[src/design/zlbm_pkg.sv]
// shared types, widths, codes and reset values for the zoned log bucket mapper
package zlbm_pkg;

  // sizes of the mapped space
  localparam int MAX_ZONES       = 256;
  localparam int MAX_SLOTS       = 1024;
  localparam int NUM_BUCKETS_DEF = 4096;

  // field widths
  localparam int KIND_W   = 2;
  localparam int BUCKET_W = 12;
  localparam int ZONE_W   = 8;
  localparam int SLOT_W   = 10;
  localparam int LOC_W    = 48;
  localparam int NZ_W     = 9;
  localparam int SPZ_W    = 11;
  localparam int BB_W     = 21;
  localparam int STRIDE_W = 35;
  localparam int BASE_W   = 40;
  localparam int FRAC_W   = 9;
  localparam int ENTRY_W  = 1 + ZONE_W + SLOT_W;

  // stream and register port widths
  localparam int S_TDATA_W = 16;
  localparam int M_TDATA_W = 72;
  localparam int APB_DW    = 64;
  localparam int APB_AW    = 6;
  localparam int REG_IDX_W = 3;

  // result bit positions in m_tdata
  localparam int OB_OK     = 0;
  localparam int OB_UNM    = 1;
  localparam int OB_ZONE   = 2;
  localparam int OB_SLOT   = OB_ZONE + ZONE_W;
  localparam int OB_LOC    = OB_SLOT + SLOT_W;
  localparam int OB_RST    = OB_LOC + LOC_W;
  localparam int OB_FIN    = OB_RST + 1;
  localparam int OB_CLEAN  = OB_FIN + 1;

  // request kinds
  localparam logic [KIND_W-1:0] KIND_WRITE = 2'd0;
  localparam logic [KIND_W-1:0] KIND_READ  = 2'd1;
  localparam logic [KIND_W-1:0] KIND_ERASE = 2'd2;
  localparam logic [KIND_W-1:0] KIND_INVAL = 2'd3;

  // register indexes
  localparam logic [REG_IDX_W-1:0] REG_NUM_ZONES  = 3'd0;
  localparam logic [REG_IDX_W-1:0] REG_SLOTS      = 3'd1;
  localparam logic [REG_IDX_W-1:0] REG_BUCKET_B   = 3'd2;
  localparam logic [REG_IDX_W-1:0] REG_STRIDE     = 3'd3;
  localparam logic [REG_IDX_W-1:0] REG_BASE       = 3'd4;
  localparam logic [REG_IDX_W-1:0] REG_CLEAN_FRAC = 3'd5;

  // register reset values
  localparam logic [NZ_W-1:0]     RST_NUM_ZONES = 9'd256;
  localparam logic [SPZ_W-1:0]    RST_SLOTS     = 11'd1024;
  localparam logic [BB_W-1:0]     RST_BUCKET_B  = 21'd4096;
  localparam logic [STRIDE_W-1:0] RST_STRIDE    = 35'd4194304;
  localparam logic [BASE_W-1:0]   RST_BASE      = 40'd0;
  localparam logic [FRAC_W-1:0]   RST_FRAC      = 9'd26;

  typedef struct packed {
    logic [NZ_W-1:0]     nz;
    logic [SPZ_W-1:0]    spz;
    logic [BB_W-1:0]     bb;
    logic [STRIDE_W-1:0] stride;
    logic [BASE_W-1:0]   base;
    logic [FRAC_W-1:0]   frac;
  } cfg_t;

  typedef struct packed {
    logic valid;
    logic [ZONE_W-1:0] zone;
    logic [SLOT_W-1:0] slot;
  } map_entry_t;

  typedef struct packed {
    logic clr_we;
    logic load;
    logic rd_en;
    logic exec;
    logic out_load;
  } dp_cmd_t;

  typedef struct packed {
    logic clr_done;
    logic out_full;
  } dp_status_t;

endpackage

[src/design/zlbm_ctrl.sv]
// request sequencer: map clear after reset, then accept, read, execute, deliver
module zlbm_ctrl (
  input  logic                 clk,
  input  logic                 rst,
  input  logic                 s_tvalid,
  output logic                 s_tready,
  input  zlbm_pkg::dp_status_t status,
  output zlbm_pkg::dp_cmd_t    cmd
);
  import zlbm_pkg::*;

  localparam logic [2:0] ST_CLEAR = 3'd0;
  localparam logic [2:0] ST_IDLE  = 3'd1;
  localparam logic [2:0] ST_READ  = 3'd2;
  localparam logic [2:0] ST_EXEC  = 3'd3;
  localparam logic [2:0] ST_OUT   = 3'd4;

  logic [2:0] state;
  logic [2:0] state_next;

  // state register
  always_ff @(posedge clk) begin
    if (rst) begin
      state <= ST_CLEAR;
    end else begin
      state <= state_next;
    end
  end

  // next state and datapath commands
  always_comb begin
    state_next = state;
    cmd        = '0;
    s_tready   = 1'b0;
    case (state)
      ST_CLEAR: begin
        cmd.clr_we = 1'b1;
        if (status.clr_done) state_next = ST_IDLE;
      end
      ST_IDLE: begin
        s_tready = 1'b1;
        if (s_tvalid) begin
          cmd.load   = 1'b1;
          state_next = ST_READ;
        end
      end
      ST_READ: begin
        cmd.rd_en  = 1'b1;
        state_next = ST_EXEC;
      end
      ST_EXEC: begin
        cmd.exec   = 1'b1;
        state_next = ST_OUT;
      end
      ST_OUT: begin
        if (!status.out_full) begin
          cmd.out_load = 1'b1;
          state_next   = ST_IDLE;
        end
      end
      default: state_next = ST_CLEAR;
    endcase
  end

endmodule

[config.mk]
export PLATFORM = sky130hd
export DESIGN_NAME = zlbm_ctrl
export DESIGN_NICKNAME = d
export VERILOG_FILES = /design/src/design/zlbm_pkg.sv /design/src/design/zlbm_ctrl.sv
export SDC_FILE = /design/constraint.sdc
export NUM_CORES = 1
export LEC_CHECK = 0
export ABC_CLOCK_PERIOD_IN_PS = 1500
export BUFFER_PORTS_ARGS = -buffer_cell sky130_fd_sc_hd__clkbuf_2
export CORE_AREA = 5 5 42 44
export DETAILED_ROUTE_END_ITERATION = 10
export DIE_AREA = 0 0 47 49
export GPL_TIMING_DRIVEN = 0
export PLACE_DENSITY = 0.3
export SYNTH_ARGS = -nofsm -noshare
export SYNTH_HDL_FRONTEND = slang
export SYNTH_SLANG_ARGS = --single-unit
[constraint.sdc]
create_clock -name clk -period 1.5 [get_ports clk]
set_clock_uncertainty 0.15 [all_clocks]
set_input_delay 0 -clock clk [delete_from_list [all_inputs] [get_ports clk]]
set_output_delay 0 -clock clk [all_outputs]
set_load 0.01 [all_outputs]
==> results of run 1 <==
==> cells in the final DEF, fill, tap and decap left out <==
cell type      netlist  final
and2b_2              1      1
nand3b_1             1      1
nand2b_1             1      1
clkbuf_1             0      1
o21ai_0              1      1
nor3_1               2      2
nor2b_1              1      1
or3_1                1      1
dlygate4sd3_1        0      4
clkbuf_4             0      3
mux2i_1              1      1
nor2_1               4      4
and3b_2              1      1
clkbuf_2             0     10
inv_1                1      1
dfxtp_1              3      3
a31oi_1              2      2
and2_1               1      1
==> cell type report <==
cell class | instances | share of cell area
Sequential cell | 3 | 0.198
Tap cell | 16 | 0.0658
Timing Repair Buffer | 14 | 0.296
Multi-Input combinational cell | 17 | 0.342
Clock buffer | 4 | 0.0864
Inverter | 1 | 0.0123
==> through the flow <==
step | worst slack, ns | hold slack (ns) | power, mW
3_5_place_dp | 0.269 | 0.0510 | 0.143
5_1_grt | 0.123 | 0.372 | 0.325
6_report | 0.191 | 0.359 | 0.292
3_3_place_gp | 0.247 | 0.0605 | 0.144
4_1_cts | 0.173 | 0.351 | 0.305
2_1_floorplan | 0.349 | -0.0806 | 0.122
==> repair_timing <==
action | CTS | global route
setup endpoints to repair | 0 | 0
hold buffers | 4 | 0
endpoints found under the hold margin | 3 | 0
==> routing by layer <==
metal / vias to the layer above / global-route usage / share of wire
li1: 110 / - / -
met1: 88 / 0.0547 / 0.48
met2: 4 / 0.0611 / 0.48
met3: 0 / 0.0258 / 0.047
met4: 0 / 0.0276 / 0
met5: - / 0 / 0
==> critical path: cells and delay by family, from the launching register on <==
family                 cells  cell delay, ns
flip-flops                 1            0.42
buffers and inverters      1            0.12
AND/OR/NAND/NOR            2            0.39
==> kinds of logic after synthesis <==
| family | after synthesis | share of synthesized area |
|---|---|---|
| compound gates | 3 | 0.104 |
| flops | 3 | 0.358 |
| simple gates | 13 | 0.455 |
| mux | 1 | 0.0597 |
| buf+inv | 1 | 0.0224 |
==> where the power goes <==
group	total [mW]	internal [mW]	switching, mW
combinational	0.0551	0.0308	0.0243
clock	0.143	0.0998	0.0431
sequential	0.0938	0.0853	0.00850
==> final timing paths <==
check,from,endpoint,slack (ns),cells after the start
worst min-delay path,rst,state[0],0.36,3
worst min register to register,state[2],state[1],0.41,1
worst max-delay path,state[2],cmd[3],0.19,3
worst max register to register,state[2],state[0],0.27,3
==> flow_summary.json, run 1 <==
{
  "hpwl_um": 354,
  "synth.top_cell.area_share": 0.358,
  "antenna_found_initial": 0,
  "worstSetupPathType": "reg -> out",
  "grt_max_degree": 10,
  "yosys.cell_types.count": 14,
  "drv_slew": 0,
  "synth_area_leaders": "dfxtp_1, nor2_1, a31oi_1, and3b_2, mux2i_1",
  "synth_flop_cell": "dfxtp_1",
  "avgViaCountPerCell": 3.67,
  "worstPathRequired_ns": 1.35,
  "grt_pass1_wl_um": 765,
  "dpl-instance-area_sq_um": 238,
  "async_flop_share": 0,
  "regArea_sq_um": 60.1,
  "setup_violations": 0,
  "power.density_mw_per_mm2": 960,
  "largest_reg_flops": 3,
  "slew_headroom": 0.839,
  "netlist_instances": 21,
  "port_buffers": 10,
  "post_cts.repair.setup_buffers": 0,
  "p_leak_nw": 0.148,
  "cpPeakStageDelay_ns": 0.42,
  "drive_gt1_frac": 0.385,
  "min_period_ns": 1.31,
  "wl_per_cell_um": 8.44,
  "final_antenna_net_count": 0,
  "hp-class": "in -> reg",
  "layout.nets": 45,
  "maxCapViolations": 0,
  "rows": 14,
  "cts_buffers": 3,
  "yosysTopAreaCell": "dfxtp_1",
  "ir_drop_mv": 0.190,
  "hold_viol_final": 0,
  "fill_cells": 179,
  "ctsHtreeMaxLevel": 1,
  "clock_path_buffers": 2,
  "initial_core_util": 0.120,
  "drt_first_pass_iters": 1,
  "yosysSeqAreaShare": 0.358,
  "finalSetupTns_ns": 0,
  "synth_common_cells": "nor2_1, dfxtp_1, a31oi_1, nor3_1",
  "synth_nets": 26,
  "first_iter_violations": 0,
  "biggestRegsByFlops": "state: 3 flops",
  "final_area_sq_um": 304,
  "area_growth_syn_to_layout_pct": 81.3,
  "vias": 202,
  "yosysWarnings": 0,
  "fin_cells": 55,
  "ys_seq_elements": 3,
  "n_antenna_cell": 0,
  "die_width_um": 47,
  "arrival_ns": 1.16,
  "dieArea_sq_mm": 0.00230,
  "critical_path.slowest_cell": "dfxtp_1",
  "multi_input_area_sq_um": 104,
  "first_global_vias": 199,
  "insertion_delay_ns": 0.23,
  "grt.overflow.total": 0,
  "drc": 0,
  "syn_area_per_cell_sq_um": 7.98,
  "setup.worst_path.start_class": "flip-flop",
  "status": "complete, no violations",
  "yosysMostFrequentCell": "nor2_1",
  "gp_congestion": 0.632,
  "cts_tree": "built",
  "core_region_area_sq_mm": 0.00140,
  "post-route-util": 0.217,
  "io_pins": 11,
  "clock_sinks": 3,
  "dp_cells": 47,
  "finalWirelength_um": 464,
  "cts_root_buf": "clkbuf_4",
  "post_cts_resized": 0,
  "regMostFlops": "state",
  "fin_crit_sh": 0.872,
  "critPathCaptureType": "primary output",
  "syn_area_sq_um": 168,
  "cp_cell_sequence": "nand2b_1 -> and2b_2 -> clkbuf_2",
  "worst_slew_pin_slew_ns": 0.242,
  "critPathMaxFanout": 7,
  "rsz0062_at_grt": "false",
  "die_h_um": 49,
  "clk_pin_slew_ns": 0.04,
  "fmax_mhz": 764,
  "synth-edff-count": 0,
  "grt_util_all_layers": 0.0457
}
(Power assumes the default switching activity.)
==> run 2: changes to the inputs <==
--- a/config.mk
+++ b/config.mk
@@ -12,6 +12,7 @@
 export DIE_AREA = 0 0 47 49
 export GPL_TIMING_DRIVEN = 0
 export PLACE_DENSITY = 0.3
+export RECOVER_POWER = 100
 export SYNTH_ARGS = -nofsm -noshare
 export SYNTH_HDL_FRONTEND = slang
 export SYNTH_SLANG_ARGS = --single-unit
==> run 2 against run 1 <==
Effect of this change:
- hold slack did not move
- design area is 2.5% lower
- register-to-register slack is essentially flat
- maximum frequency about the same
- via count did not move
- utilization decreased by 0.54 points
- clock-buffer cell count is the same
- first-iteration DRC count is the same
- wire length grew 0.86%
- total power fell by 0.97%
==> flow_summary.json, run 2 (synthesis gave the netlist of run 1 again) <==
{
  "first_global_vias": 199,
  "hp-class": "in -> reg",
  "final_antenna_net_count": 0,
  "met2_length_um": 221,
  "die_width_um": 47,
  "final_area_sq_um": 297,
  "p_sw_mw": 0.0759,
  "core_region_area_sq_mm": 0.00140,
  "critPathMaxFanout": 7,
  "cts_tree": "built",
  "port_buffers": 10,
  "drt_first_pass_iters": 1,
  "holdWs_ns": 0.359,
  "cpPeakStageDelay_ns": 0.42,
  "biggestRegsByFlops": "state: 3 flops",
  "setup_violations": 0,
  "io_pins": 11,
  "area_growth_syn_to_layout_pct": 76.9,
  "hold_depth": 3,
  "largest_reg_flops": 3,
  "finalSetupTns_ns": 0,
  "p_leak_nw": 0.129,
  "power_mw": 0.289,
  "r2r_start": "state[2]",
  "worstPathRequired_ns": 1.35,
  "hpwl_um": 354,
  "first_iter_violations": 0,
  "layout_commonest_cell": "clkbuf_1",
  "hp-start": "rst",
  "pwr-share-seq": 0.325,
  "fill_cells": 180,
  "p_clk_frac": 0.494,
  "grt_pass1_wl_um": 765,
  "drc": 0,
  "arrival_ns": 1.16,
  "antenna_found_initial": 0,
  "setup.worst_path.start_class": "flip-flop",
  "layout.nets": 45,
  "place_ws_ns": 0.269,
  "r2r-end": "state[0]",
  "gp_congestion": 0.632,
  "grt_util_all_layers": 0.0457,
  "drive_gt1_frac": 0.231,
  "fmax_mhz": 765,
  "min_period_ns": 1.31,
  "fin_cells": 55,
  "post-route-util": 0.212,
  "clk_pin_slew_ns": 0.04,
  "worst_slew_pin_slew_ns": 0.242,
  "initial_core_util": 0.120,
  "post_cts.repair.setup_buffers": 0,
  "die_h_um": 49,
  "status": "complete, no violations",
  "insertion_delay_ns": 0.23,
  "cts_buffers": 3,
  "internal_power_mw": 0.213,
  "vias": 202,
  "timing.reg2reg.setup_slack_ns": 0.27,
  "dieArea_sq_mm": 0.00230,
  "wl_per_cell_um": 8.51,
  "dp_cells": 47,
  "whs_endpoint": "state[0]",
  "grt.overflow.total": 0,
  "power.density_mw_per_mm2": 974,
  "cts_root_buf": "clkbuf_4",
  "finalWirelength_um": 468,
  "rsz0062_at_grt": "false",
  "dpl-instance-area_sq_um": 238,
  "worstSetupPathType": "reg -> out",
  "hold_viol_final": 0,
  "n_antenna_cell": 0,
  "ir_drop_mv": 0.188,
  "grt_max_degree": 10,
  "critical_path.slowest_cell": "dfxtp_1",
  "avgViaCountPerCell": 3.67,
  "drv_slew": 0,
  "rows": 14,
  "regMostFlops": "state",
  "maxCapViolations": 0,
  "wl_met1_um": 225,
  "pwr-share-comb": 0.181,
  "setup_ws_ns": 0.192,
  "clock_sinks": 3,
  "ctsHtreeMaxLevel": 1,
  "slew_headroom": 0.839,
  "cp_cell_sequence": "nand2b_1 -> and2b_2 -> clkbuf_1",
  "met3WireLength_um": 21,
  "layout_common_cells": "clkbuf_1, nor2_1, dlygate4sd3_1, clkbuf_2",
  "switching_share": 0.263,
  "dr.max_layer_used": "met3",
  "rr_worst_depth": 3,
  "fin_crit_sh": 0.872,
  "clock_path_buffers": 2,
  "critPathCaptureType": "primary output"
}
-- run 2: cell counts in the layout (fill, tap and decap cells not counted) --
Identical to the previous run, type by type.
-- run 2: per-layer routing --
| layer | track usage | vias up |
|---|---|---|
| li1 | - | 110 |
| met1 | 0.0547 | 88 |
| met2 | 0.0611 | 4 |
| met3 | 0.0258 | 0 |
| met4 | 0.0276 | 0 |
| met5 | 0 | - |
-- run 2: worst max-delay path by stage --
| stage | start | end | cells past startpoint |
|---|---|---|---|
| global placement | state[2] | state[0] | 3 |
| global route | state[2] | cmd[3] | 3 |
| floorplan | state[2] | state[0] | 3 |
| finish | state[2] | cmd[3] | 3 |
| CTS | state[2] | cmd[3] | 3 |
| detailed placement | state[2] | state[0] | 3 |
-- run 2: layout make-up --
cell class	instances	area [sq um]	area share
multi-input combinational	17	104	0.350
inverter	1	3.75	0.0127
clock buffer	4	26.3	0.0886
timing repair buffer	14	82.6	0.278
sequential	3	60.1	0.203
tap	16	20.0	0.0675
-- run 2: critical path, delay by kind of cell (launching register included) --
family,cells,cell delay (ns)
buf+inv,1,0.12
flops,1,0.42
simple gates,2,0.38
-- run 2: power by group through the flow --
stage | clock (mW) | combinational (mW) | sequential, mW
finish | 0.143 | 0.0523 | 0.0938
global route | 0.167 | 0.0599 | 0.0950
CTS | 0.155 | 0.0563 | 0.0940
detailed placement | 0 | 0.0480 | 0.0953
global placement | 0 | 0.0482 | 0.0959
floorplan | 0 | 0.0288 | 0.0931
-- run 2: timing repair --
| action | 4_1_cts | 5_1_grt |
|---|---|---|
| endpoints found under the hold margin | 3 | 0 |
| gates resized for setup | 0 | 0 |
| hold buffers | 4 | 0 |
