## src/design/zlbm_pkg.sv

```systemverilog
// shared types, widths, codes and reset values for the zoned log bucket mapper
package zlbm_pkg;

  // sizes of the mapped space
  localparam int MAX_ZONES       = 256;
  localparam int MAX_SLOTS       = 1024;
  localparam int NUM_BUCKETS_DEF = 4096;

  // field widths
  localparam int KIND_W   = 2;
  localparam int BUCKET_W = 12;
  localparam int ZONE_W   = 8;
  localparam int SLOT_W   = 10;
  localparam int LOC_W    = 48;
  localparam int NZ_W     = 9;
  localparam int SPZ_W    = 11;
  localparam int BB_W     = 21;
  localparam int STRIDE_W = 35;
  localparam int BASE_W   = 40;
  localparam int FRAC_W   = 9;
  localparam int ENTRY_W  = 1 + ZONE_W + SLOT_W;

  // stream and register port widths
  localparam int S_TDATA_W = 16;
  localparam int M_TDATA_W = 72;
  localparam int APB_DW    = 64;
  localparam int APB_AW    = 6;
  localparam int REG_IDX_W = 3;

  // result bit positions in m_tdata
  localparam int OB_OK     = 0;
  localparam int OB_UNM    = 1;
  localparam int OB_ZONE   = 2;
  localparam int OB_SLOT   = OB_ZONE + ZONE_W;
  localparam int OB_LOC    = OB_SLOT + SLOT_W;
  localparam int OB_RST    = OB_LOC + LOC_W;
  localparam int OB_FIN    = OB_RST + 1;
  localparam int OB_CLEAN  = OB_FIN + 1;

  // request kinds
  localparam logic [KIND_W-1:0] KIND_WRITE = 2'd0;
  localparam logic [KIND_W-1:0] KIND_READ  = 2'd1;
  localparam logic [KIND_W-1:0] KIND_ERASE = 2'd2;
  localparam logic [KIND_W-1:0] KIND_INVAL = 2'd3;

  // register indexes
  localparam logic [REG_IDX_W-1:0] REG_NUM_ZONES  = 3'd0;
  localparam logic [REG_IDX_W-1:0] REG_SLOTS      = 3'd1;
  localparam logic [REG_IDX_W-1:0] REG_BUCKET_B   = 3'd2;
  localparam logic [REG_IDX_W-1:0] REG_STRIDE     = 3'd3;
  localparam logic [REG_IDX_W-1:0] REG_BASE       = 3'd4;
  localparam logic [REG_IDX_W-1:0] REG_CLEAN_FRAC = 3'd5;

  // register reset values
  localparam logic [NZ_W-1:0]     RST_NUM_ZONES = 9'd256;
  localparam logic [SPZ_W-1:0]    RST_SLOTS     = 11'd1024;
  localparam logic [BB_W-1:0]     RST_BUCKET_B  = 21'd4096;
  localparam logic [STRIDE_W-1:0] RST_STRIDE    = 35'd4194304;
  localparam logic [BASE_W-1:0]   RST_BASE      = 40'd0;
  localparam logic [FRAC_W-1:0]   RST_FRAC      = 9'd26;

  typedef struct packed {
    logic [NZ_W-1:0]     nz;
    logic [SPZ_W-1:0]    spz;
    logic [BB_W-1:0]     bb;
    logic [STRIDE_W-1:0] stride;
    logic [BASE_W-1:0]   base;
    logic [FRAC_W-1:0]   frac;
  } cfg_t;

  typedef struct packed {
    logic valid;
    logic [ZONE_W-1:0] zone;
    logic [SLOT_W-1:0] slot;
  } map_entry_t;

  typedef struct packed {
    logic clr_we;
    logic load;
    logic rd_en;
    logic exec;
    logic out_load;
  } dp_cmd_t;

  typedef struct packed {
    logic clr_done;
    logic out_full;
  } dp_status_t;

endpackage

```

## src/design/zlbm_regs.sv

```systemverilog
// apb configuration registers with clamping and geometry restart pulse
module zlbm_regs (
  input  logic                         clk,
  input  logic                         rst,
  input  logic                         psel,
  input  logic                         penable,
  input  logic                         pwrite,
  input  logic [zlbm_pkg::APB_AW-1:0]  paddr,
  input  logic [zlbm_pkg::APB_DW-1:0]  pwdata,
  output logic [zlbm_pkg::APB_DW-1:0]  prdata,
  output logic                         pready,
  output zlbm_pkg::cfg_t               cfg,
  output logic                         restart
);
  import zlbm_pkg::*;

  logic                 wr;
  logic [REG_IDX_W-1:0] reg_idx;

  function automatic logic [NZ_W-1:0] clamp_nz(input logic [NZ_W-1:0] v);
    logic [NZ_W-1:0] r;
    r = v;
    if (v < NZ_W'(2)) r = NZ_W'(2);
    if (v > NZ_W'(MAX_ZONES)) r = NZ_W'(MAX_ZONES);
    return r;
  endfunction

  function automatic logic [SPZ_W-1:0] clamp_spz(input logic [SPZ_W-1:0] v);
    logic [SPZ_W-1:0] r;
    r = v;
    if (v < SPZ_W'(1)) r = SPZ_W'(1);
    if (v > SPZ_W'(MAX_SLOTS)) r = SPZ_W'(MAX_SLOTS);
    return r;
  endfunction

  assign wr      = psel & penable & pwrite;
  assign reg_idx = paddr[APB_AW-1:3];
  assign pready  = 1'b1;

  // register writes
  always_ff @(posedge clk) begin
    if (rst) begin
      cfg.nz     <= RST_NUM_ZONES;
      cfg.spz    <= RST_SLOTS;
      cfg.bb     <= RST_BUCKET_B;
      cfg.stride <= RST_STRIDE;
      cfg.base   <= RST_BASE;
      cfg.frac   <= RST_FRAC;
      restart    <= 1'b0;
    end else begin
      restart <= wr && (reg_idx == REG_NUM_ZONES || reg_idx == REG_SLOTS);
      if (wr) begin
        case (reg_idx)
          REG_NUM_ZONES:  cfg.nz     <= clamp_nz(pwdata[NZ_W-1:0]);
          REG_SLOTS:      cfg.spz    <= clamp_spz(pwdata[SPZ_W-1:0]);
          REG_BUCKET_B:   cfg.bb     <= pwdata[BB_W-1:0];
          REG_STRIDE:     cfg.stride <= pwdata[STRIDE_W-1:0];
          REG_BASE:       cfg.base   <= pwdata[BASE_W-1:0];
          REG_CLEAN_FRAC: begin
            cfg.frac <= (pwdata[FRAC_W-1:0] > FRAC_W'(256)) ? FRAC_W'(256)
                                                             : pwdata[FRAC_W-1:0];
          end
          default: ;
        endcase
      end
    end
  end

  // read back
  always_comb begin
    case (reg_idx)
      REG_NUM_ZONES:  prdata = APB_DW'(cfg.nz);
      REG_SLOTS:      prdata = APB_DW'(cfg.spz);
      REG_BUCKET_B:   prdata = APB_DW'(cfg.bb);
      REG_STRIDE:     prdata = APB_DW'(cfg.stride);
      REG_BASE:       prdata = APB_DW'(cfg.base);
      REG_CLEAN_FRAC: prdata = APB_DW'(cfg.frac);
      default:        prdata = '0;
    endcase
  end

endmodule

```

## config.mk

```make
export PLATFORM = sky130hd
export DESIGN_NAME = zlbm_regs
export DESIGN_NICKNAME = d
export VERILOG_FILES = /design/src/design/zlbm_pkg.sv /design/src/design/zlbm_regs.sv
export SDC_FILE = /design/constraint.sdc
export NUM_CORES = 1
export LEC_CHECK = 0
export ABC_AREA = 1
export BUFFER_PORTS_ARGS = -buffer_cell sky130_fd_sc_hd__buf_2
export CAP_MARGIN = 25
export CORE_ASPECT_RATIO = 0.5
export CORE_MARGIN = 8
export CORE_UTILIZATION = 38
export DETAILED_ROUTE_END_ITERATION = 16
export PLACE_DENSITY = 0.75
export SYNTH_ARGS = -nofsm -noshare
export SYNTH_HDL_FRONTEND = slang
export SYNTH_SLANG_ARGS = --single-unit
```

## constraint.sdc

```tcl
create_clock -name clk -period 1.6 [get_ports clk]
set_input_delay 0.24 -clock clk [delete_from_list [all_inputs] [get_ports clk]]
set_output_delay 0.24 -clock clk [all_outputs]
set_load 0.05 [all_outputs]
```

==> results by group, run 1 <==
Synthesis
  • Prevailing post-synth register cell: dfxtp_1
  • Syn_area_per_cell: 7.353 um^2
  • Post-synthesis sequential area ratio: 47.65%
  • FFs w/ async S/R, synth: 0%
  • Post-synthesis cell area: 0.005294 mm^2
  • EDFF count, synth: 0
  • Yosys warns: 0
  • Seq cells post-synth: about 130
  • Synth unique cells: 26
  • Post-Syn Instances: 720

Die
  • # IOs: around 270
  • Die footprint: 0.01819 mm^2
  • Core Area: 0.01359 mm^2
  • Starting Density: roughly two fifths
  • Num rows: 30
  • Die height: 99.46 um
  • Chip Width: ~180 um

Worst hold path
  • Hold EP: restart
  • Hold Crit Depth: 2
  • Tightest Hold Check Type: input pin to register
  • HP Start: paddr[5]

Route
  • Routed WL: 19230 um
  • Via/cell ratio: 5.052
  • Vias: between 5000 and 6000
  • Antenna Nets Post-Route: 0
  • DR iter-0 viols: 450
  • # DRC: 0
  • TritonRoute pass-1 iters: 5
  • Drt wl/cell: ~17 um

STA
  • Setup TNS: 0 ns
  • Hold_ws: 0.02846 ns
  • Fmax: 629.0 MHz
  • Clk_skew: 0 ns
  • Min Tclk post-route: about 1.6 ns
  • Worst Setup Slack, final: 0.01022 ns
  • Final Setup Violations: 0
  • RSZ-0062 raised after global routing: yes
  • Endpoints failing hold: 0
  • Fin crit share: 99.36%
  • Max Transition Viols Final: 0

GRT
  • First-pass GRT wire length: 29790 um
  • Total GRT Usage: 19.95%
  • Initial antenna violation count: 0
  • Largest net degree at the start of global routing: 48
  • Vias in the first global route: around 5800
  • Grt ovf: 0

Critical path
  • CP max stage cell: nor3_4
  • R2R Setup Slk: between 0.8 and 0.9 ns
  • Crit. End Element: output pin
  • Most used cell, CP: buf_12
  • Crit-path leading delay family: buffers and inverters
  • Crit path max fanout: 6
  • Setup Crit Path Kind: input pin to output pin
  • Worst path arrival time: 1.35 ns
  • Critical R2R Capture: cfg[115]
  • WP data required: around 1.4 ns
  • Type of origin of the critical path: input pin
  • Reg2Reg Depth: 2
  • Crit path buf inv count: 4
  • Reg2Reg Launch Point: cfg[115]
  • CP cell instances: buf_12 -> nor3_4 -> buf_6 -> buf_12 -> a22oi_2 -> o211ai_1 -> buf_4
  • Largest stage delay on the critical path: 0.32 ns

Finish
  • Final Util: 58.22%
  • Area grow syn2layout: 49.44%
  • Commonest cells after routing, fill and taps aside: buf_2, nor2_1, dfxtp_1
  • Final Cell Area: 0.007911 mm^2
  • Post-Layout Cell Count: between 1000 and 1500
  • Most common cell after layout, fill and taps aside: buf_2
  • Fin nets: 1035
  • Fraction of layout cells with a size suffix above 1: a little over a third

Placed design
  • RePlAce Congestion: 0.8093
  • Placed Cells: 1124
  • Pre-CTS WS: -0.1173 ns
  • Post-DP HPWL: approximately 14000 um
  • DP Area: 0.006844 mm^2
  • Port Buffer Count: around 210

Clocking
  • TritonCTS clock tree: built
  • Clock transition at path regs: about 0.06 ns
  • H-tree levels: 4
  • # clock sinks: ~130
  • TritonCTS Buffers: 17
  • Hold Buf Count CTS: 0
  • Root Buffer: clkbuf_16
  • Clock Tree Buf Depth: 2
  • Clk_lat worst skew: ~0.40 ns

Pwr
  • Power Dens Cells: 1070 mW/mm^2
  • Overall Power: 8.466 mW
  • Worst VDD drop: ~0.57 mV
  • Static leakage: between 3 and 4 nW

Run status
  • Status: finished, final reports clean

Job
  • Maximum capacitance violations: 0
Yosys cell counts (4+ instances only):
library cell / count / share of area [%]
a22oi_1: 13 / 1.8
inv_2: 4 / 0.28
inv_1: 29 / 2.1
buf_4: 27 / 3.8
a22o_1: 14 / 2.3
buf_2: 6 / 0.57
nand2_1: 108 / 7.7
o21ai_0: 108 / 10
dfxtp_1: 126 / 48
nand3_1: 26 / 2.5
clkbuf_1: 32 / 2.3
a21oi_1: 66 / 6.2
nor2_1: 141 / 10
o21ai_1: 5 / 0.47
cell families after synthesis:
group,count (synthesis),share of synthesized area [%]
compound gates,209,21.53
buf+inv,101,9.383
flops,126,47.65
other cells,2,0.1419
simple gates,282,21.30
report_power, final:
group / internal (mW) / switching (mW)
logic: 0.237 / 0.598
registers: 3.18 / 0.0296
clock network: 2.97 / 1.45
repair_timing:
item | in CTS | in global routing
pin swaps | 0 | 6
setup buffers | 0 | 6
resized for setup | 45 | 43
endpoints found under the setup margin | 35 | 34
cloned | 0 | 3
metal layers:
layer | track usage (%) | routed length (um)
met1 | 24.34 | 8236
met2 | 34.99 | 9325
met3 | 4.292 | 1339
met4 | 5.776 | 326
met5 | 0 | 0
flip-flops by register name, summed over array words and instances, names as in the netlist:
name     flops
cfg        125
restart      1
worst max-delay path by stage:
| stage | cells after the start | endpoint | from |
|---|---|---|---|
| after detailed placement | 7 | prdata[7] | paddr[4] |
| after global routing | 7 | prdata[3] | paddr[5] |
| after global placement | 7 | prdata[7] | paddr[4] |
| after floorplan | 2 | prdata[36] | cfg[45] |
| final | 7 | prdata[7] | paddr[5] |
| after CTS | 10 | prdata[2] | paddr[3] |
area by class of cell:
class,instances,area [um^2]
flip-flops and latches,126,2525
multi-input cells,516,2515
repair buffers,265,1814
inverters,34,137.6
well taps,192,240.2
fillers,1219,5677
clock buffers,18,439.2
clock inverters,13,237.7
diodes,1,2.502
No activity file was read; power rests on OpenSTA's default activity.
==> inputs of run 2 (changes only) <==
clock period = 1.88 ns   (was 1.6 ns; I/O delays follow)
==> results by group, run 2 (synthesized netlist as in run 1, its figures left out) <==
Route
  • Antenna Nets Post-Route: 0 (unchanged)
  • Routed WL: 19380 um (+0.81%)
  • Vias: 5739 (-2.5%)
  • Met1 wire length: 7722 um (-6.2%)
  • TritonRoute pass-1 iters: 5 (unchanged)
  • Met3 WL: 1776 um (+33%)
  • DR iter-0 viols: 454 (+0.89%)
  • # DRC: 0 (unchanged)
  • Uppermost layer routed: met4
  • WL met2: 9523 um (+2.1%)
  • Drt wl/cell: 16.87 um (+2.2%)
  • Via/cell ratio: 4.995 (-1.1%)

Die
  • # IOs: 266 (unchanged)
  • Starting Density: 38.96% (unchanged)
  • Num rows: 30 (unchanged)
  • Chip Width: 182.9 um (unchanged)
  • Die height: 99.46 um (unchanged)
  • Die footprint: 0.01819 mm^2 (unchanged)
  • Core Area: 0.01359 mm^2 (unchanged)

Finish
  • Most common cell after layout, fill and taps aside: buf_2
  • Commonest cells after routing, fill and taps aside: buf_2, nor2_1, dfxtp_1
  • Max FFs per register: 125 (unchanged)
  • Fraction of layout cells with a size suffix above 1: 30.51% (-5.3 points)
  • ANT cells: 0 (-1)
  • Largest register by flop count: cfg
  • Area grow syn2layout: 38.76%
  • Largest regs: cfg: 125 flops, restart: 1 flops
  • Fin nets: 1019 (-1.5%)

Critical path
  • CP max stage cell: buf_2
  • Largest stage delay on the critical path: 0.30 ns (-0.02 ns)
  • Crit path max fanout: 36 (+30)
  • Crit. End Element: output pin
  • Setup Crit Path Kind: input pin to output pin
  • Type of origin of the critical path: input pin
  • WP data required: 1.60 ns (+0.24 ns)
  • CP cell instances: buf_2 -> inv_1 -> nor3_4 -> buf_12 -> a22oi_1 -> o211ai_1 -> buf_2
  • Worst path arrival time: 1.52 ns (+0.17 ns)
  • Most used cell, CP: buf_2

Pwr
  • Power Dens Cells: 919.9 mW/mm^2 (-14%)
  • Worst VDD drop: 0.5217 mV (-8.8%)
  • Clk pwr share: 50.0% (-2.3 points)
  • Sw frac: 26.24% (+1.7 points)
  • Cell Int Power: 4.984 mW (-22%)
  • Combinational share of power: 9.6% (-0.3 points)
  • Seq pwr share: 40.4% (+2.5 points)
  • Static leakage: 3.653 nW (-7.5%)
  • Sw power: 1.773 mW (-15%)

STA
  • Endpoints failing hold: 0 (unchanged)
  • Final Setup Violations: 0 (unchanged)
  • RSZ-0062 raised after global routing: no
  • Fmax: 554.5 MHz
  • Worst Setup Slack, final: 0.07663 ns (+0.06641 ns)
  • Slew @ Worst Pin: 0.6660 ns
  • Max Transition Viols Final: 0 (unchanged)
  • Setup TNS: 0 ns (unchanged)
  • Clk_skew: 0 ns (unchanged)
  • Fin crit share: 95.92%
  • Worst rel slew slack: a little under three fifths
  • Min Tclk post-route: ~1.8 ns

Run status
  • Status: finished, final reports clean

GRT
  • First-pass GRT wire length: 30180 um (+1.3%)
  • Vias in the first global route: 5631 (-3.5%)
  • Total GRT Usage: 20.74% (+0.78 points)
  • Grt ovf: 0 (unchanged)
  • Initial antenna violation count: 0 (unchanged)
  • Largest net degree at the start of global routing: 82 (+71%)

Clocking
  • H-tree levels: 4 (unchanged)
  • Hold Buf Count CTS: 0 (unchanged)
  • TritonCTS clock tree: built
  • Root Buffer: clkbuf_16
  • TritonCTS Buffers: 17 (unchanged)
  • CTS resizes: 0 (-100%)
  • # clock sinks: 126 (unchanged)
  • Clk_lat worst skew: 0.40 ns (about the same)
  • Setup bufs post-CTS: 0 (unchanged)
  • Clock Tree Buf Depth: 2 (unchanged)
  • Clock transition at path regs: 0.06 ns (about the same)

Placed design
  • Port Buffer Count: 213 (unchanged)
  • Post-DP HPWL: 14180 um (+1.2%)
  • RePlAce Congestion: 0.9601 (+19%)
  • Pre-CTS WS: 0.009911 ns (+0.1272 ns)

Job
  • Maximum capacitance violations: 0 (unchanged)

Worst hold path
  • Tightest Hold Check Type: input pin to register
-- run 2: path summary, 6_finish.rpt --
| kind | cells past startpoint | end | from | slack [ns] |
|---|---|---|---|---|
| max | 7 | prdata[7] | paddr[4] | 0.08 |
| min | 2 | restart | paddr[4] | 0.09 |
| max reg2reg | 2 | cfg[32] | cfg[32] | 1.16 |
| min reg2reg | 2 | cfg[48] | cfg[48] | 0.47 |
-- run 2: area by class of cell --
cell class / count / area (um^2)
Inverter: 34 / 130.1
Tap cell: 192 / 240.2
Timing Repair Buffer: 249 / 1480
Fill cell: 1296 / 6242
Clock inverter: 13 / 165.2
Multi-Input combinational cell: 516 / 2365
Clock buffer: 19 / 442.9
Sequential cell: 126 / 2522
-- run 2: worst max-delay path, delay by kind of cell --
family,cells,cell delay (ns)
AND/OR/NAND/NOR,1,0.22
AO/OA/AOI/OAI,2,0.25
buffers and inverters,4,0.75
-- run 2: stage by stage --
step	area [um^2]	utilization [%]	power [mW]	hold WS, ns	cells
after floorplan	5380	-	3.246	0.3601	743
after global placement	6678	49.14	3.413	0.4504	1117
after detailed placement	6678	49.14	3.422	0.4610	1117
after CTS	7286	53.62	6.779	0.06908	1149
after global routing	7346	54.06	6.957	0.09353	1149
final	7346	54.06	6.757	0.08884	1149
-- run 2: power by group through the flow --
stage | Sequential, mW | Combinational (mW) | Clock (mW)
2_1_floorplan | 2.89 | 0.352 | 0
3_3_place_gp | 2.78 | 0.629 | 0
3_5_place_dp | 2.79 | 0.636 | 0
4_1_cts | 2.73 | 0.639 | 3.41
5_1_grt | 2.73 | 0.689 | 3.54
6_report | 2.73 | 0.649 | 3.38
-- run 2: layer usage --
layer	up-vias	global-route usage [%]
li1	2785	-
met1	2660	24.01
met2	271	36.81
met3	23	5.020
met4	0	7.764
met5	-	0
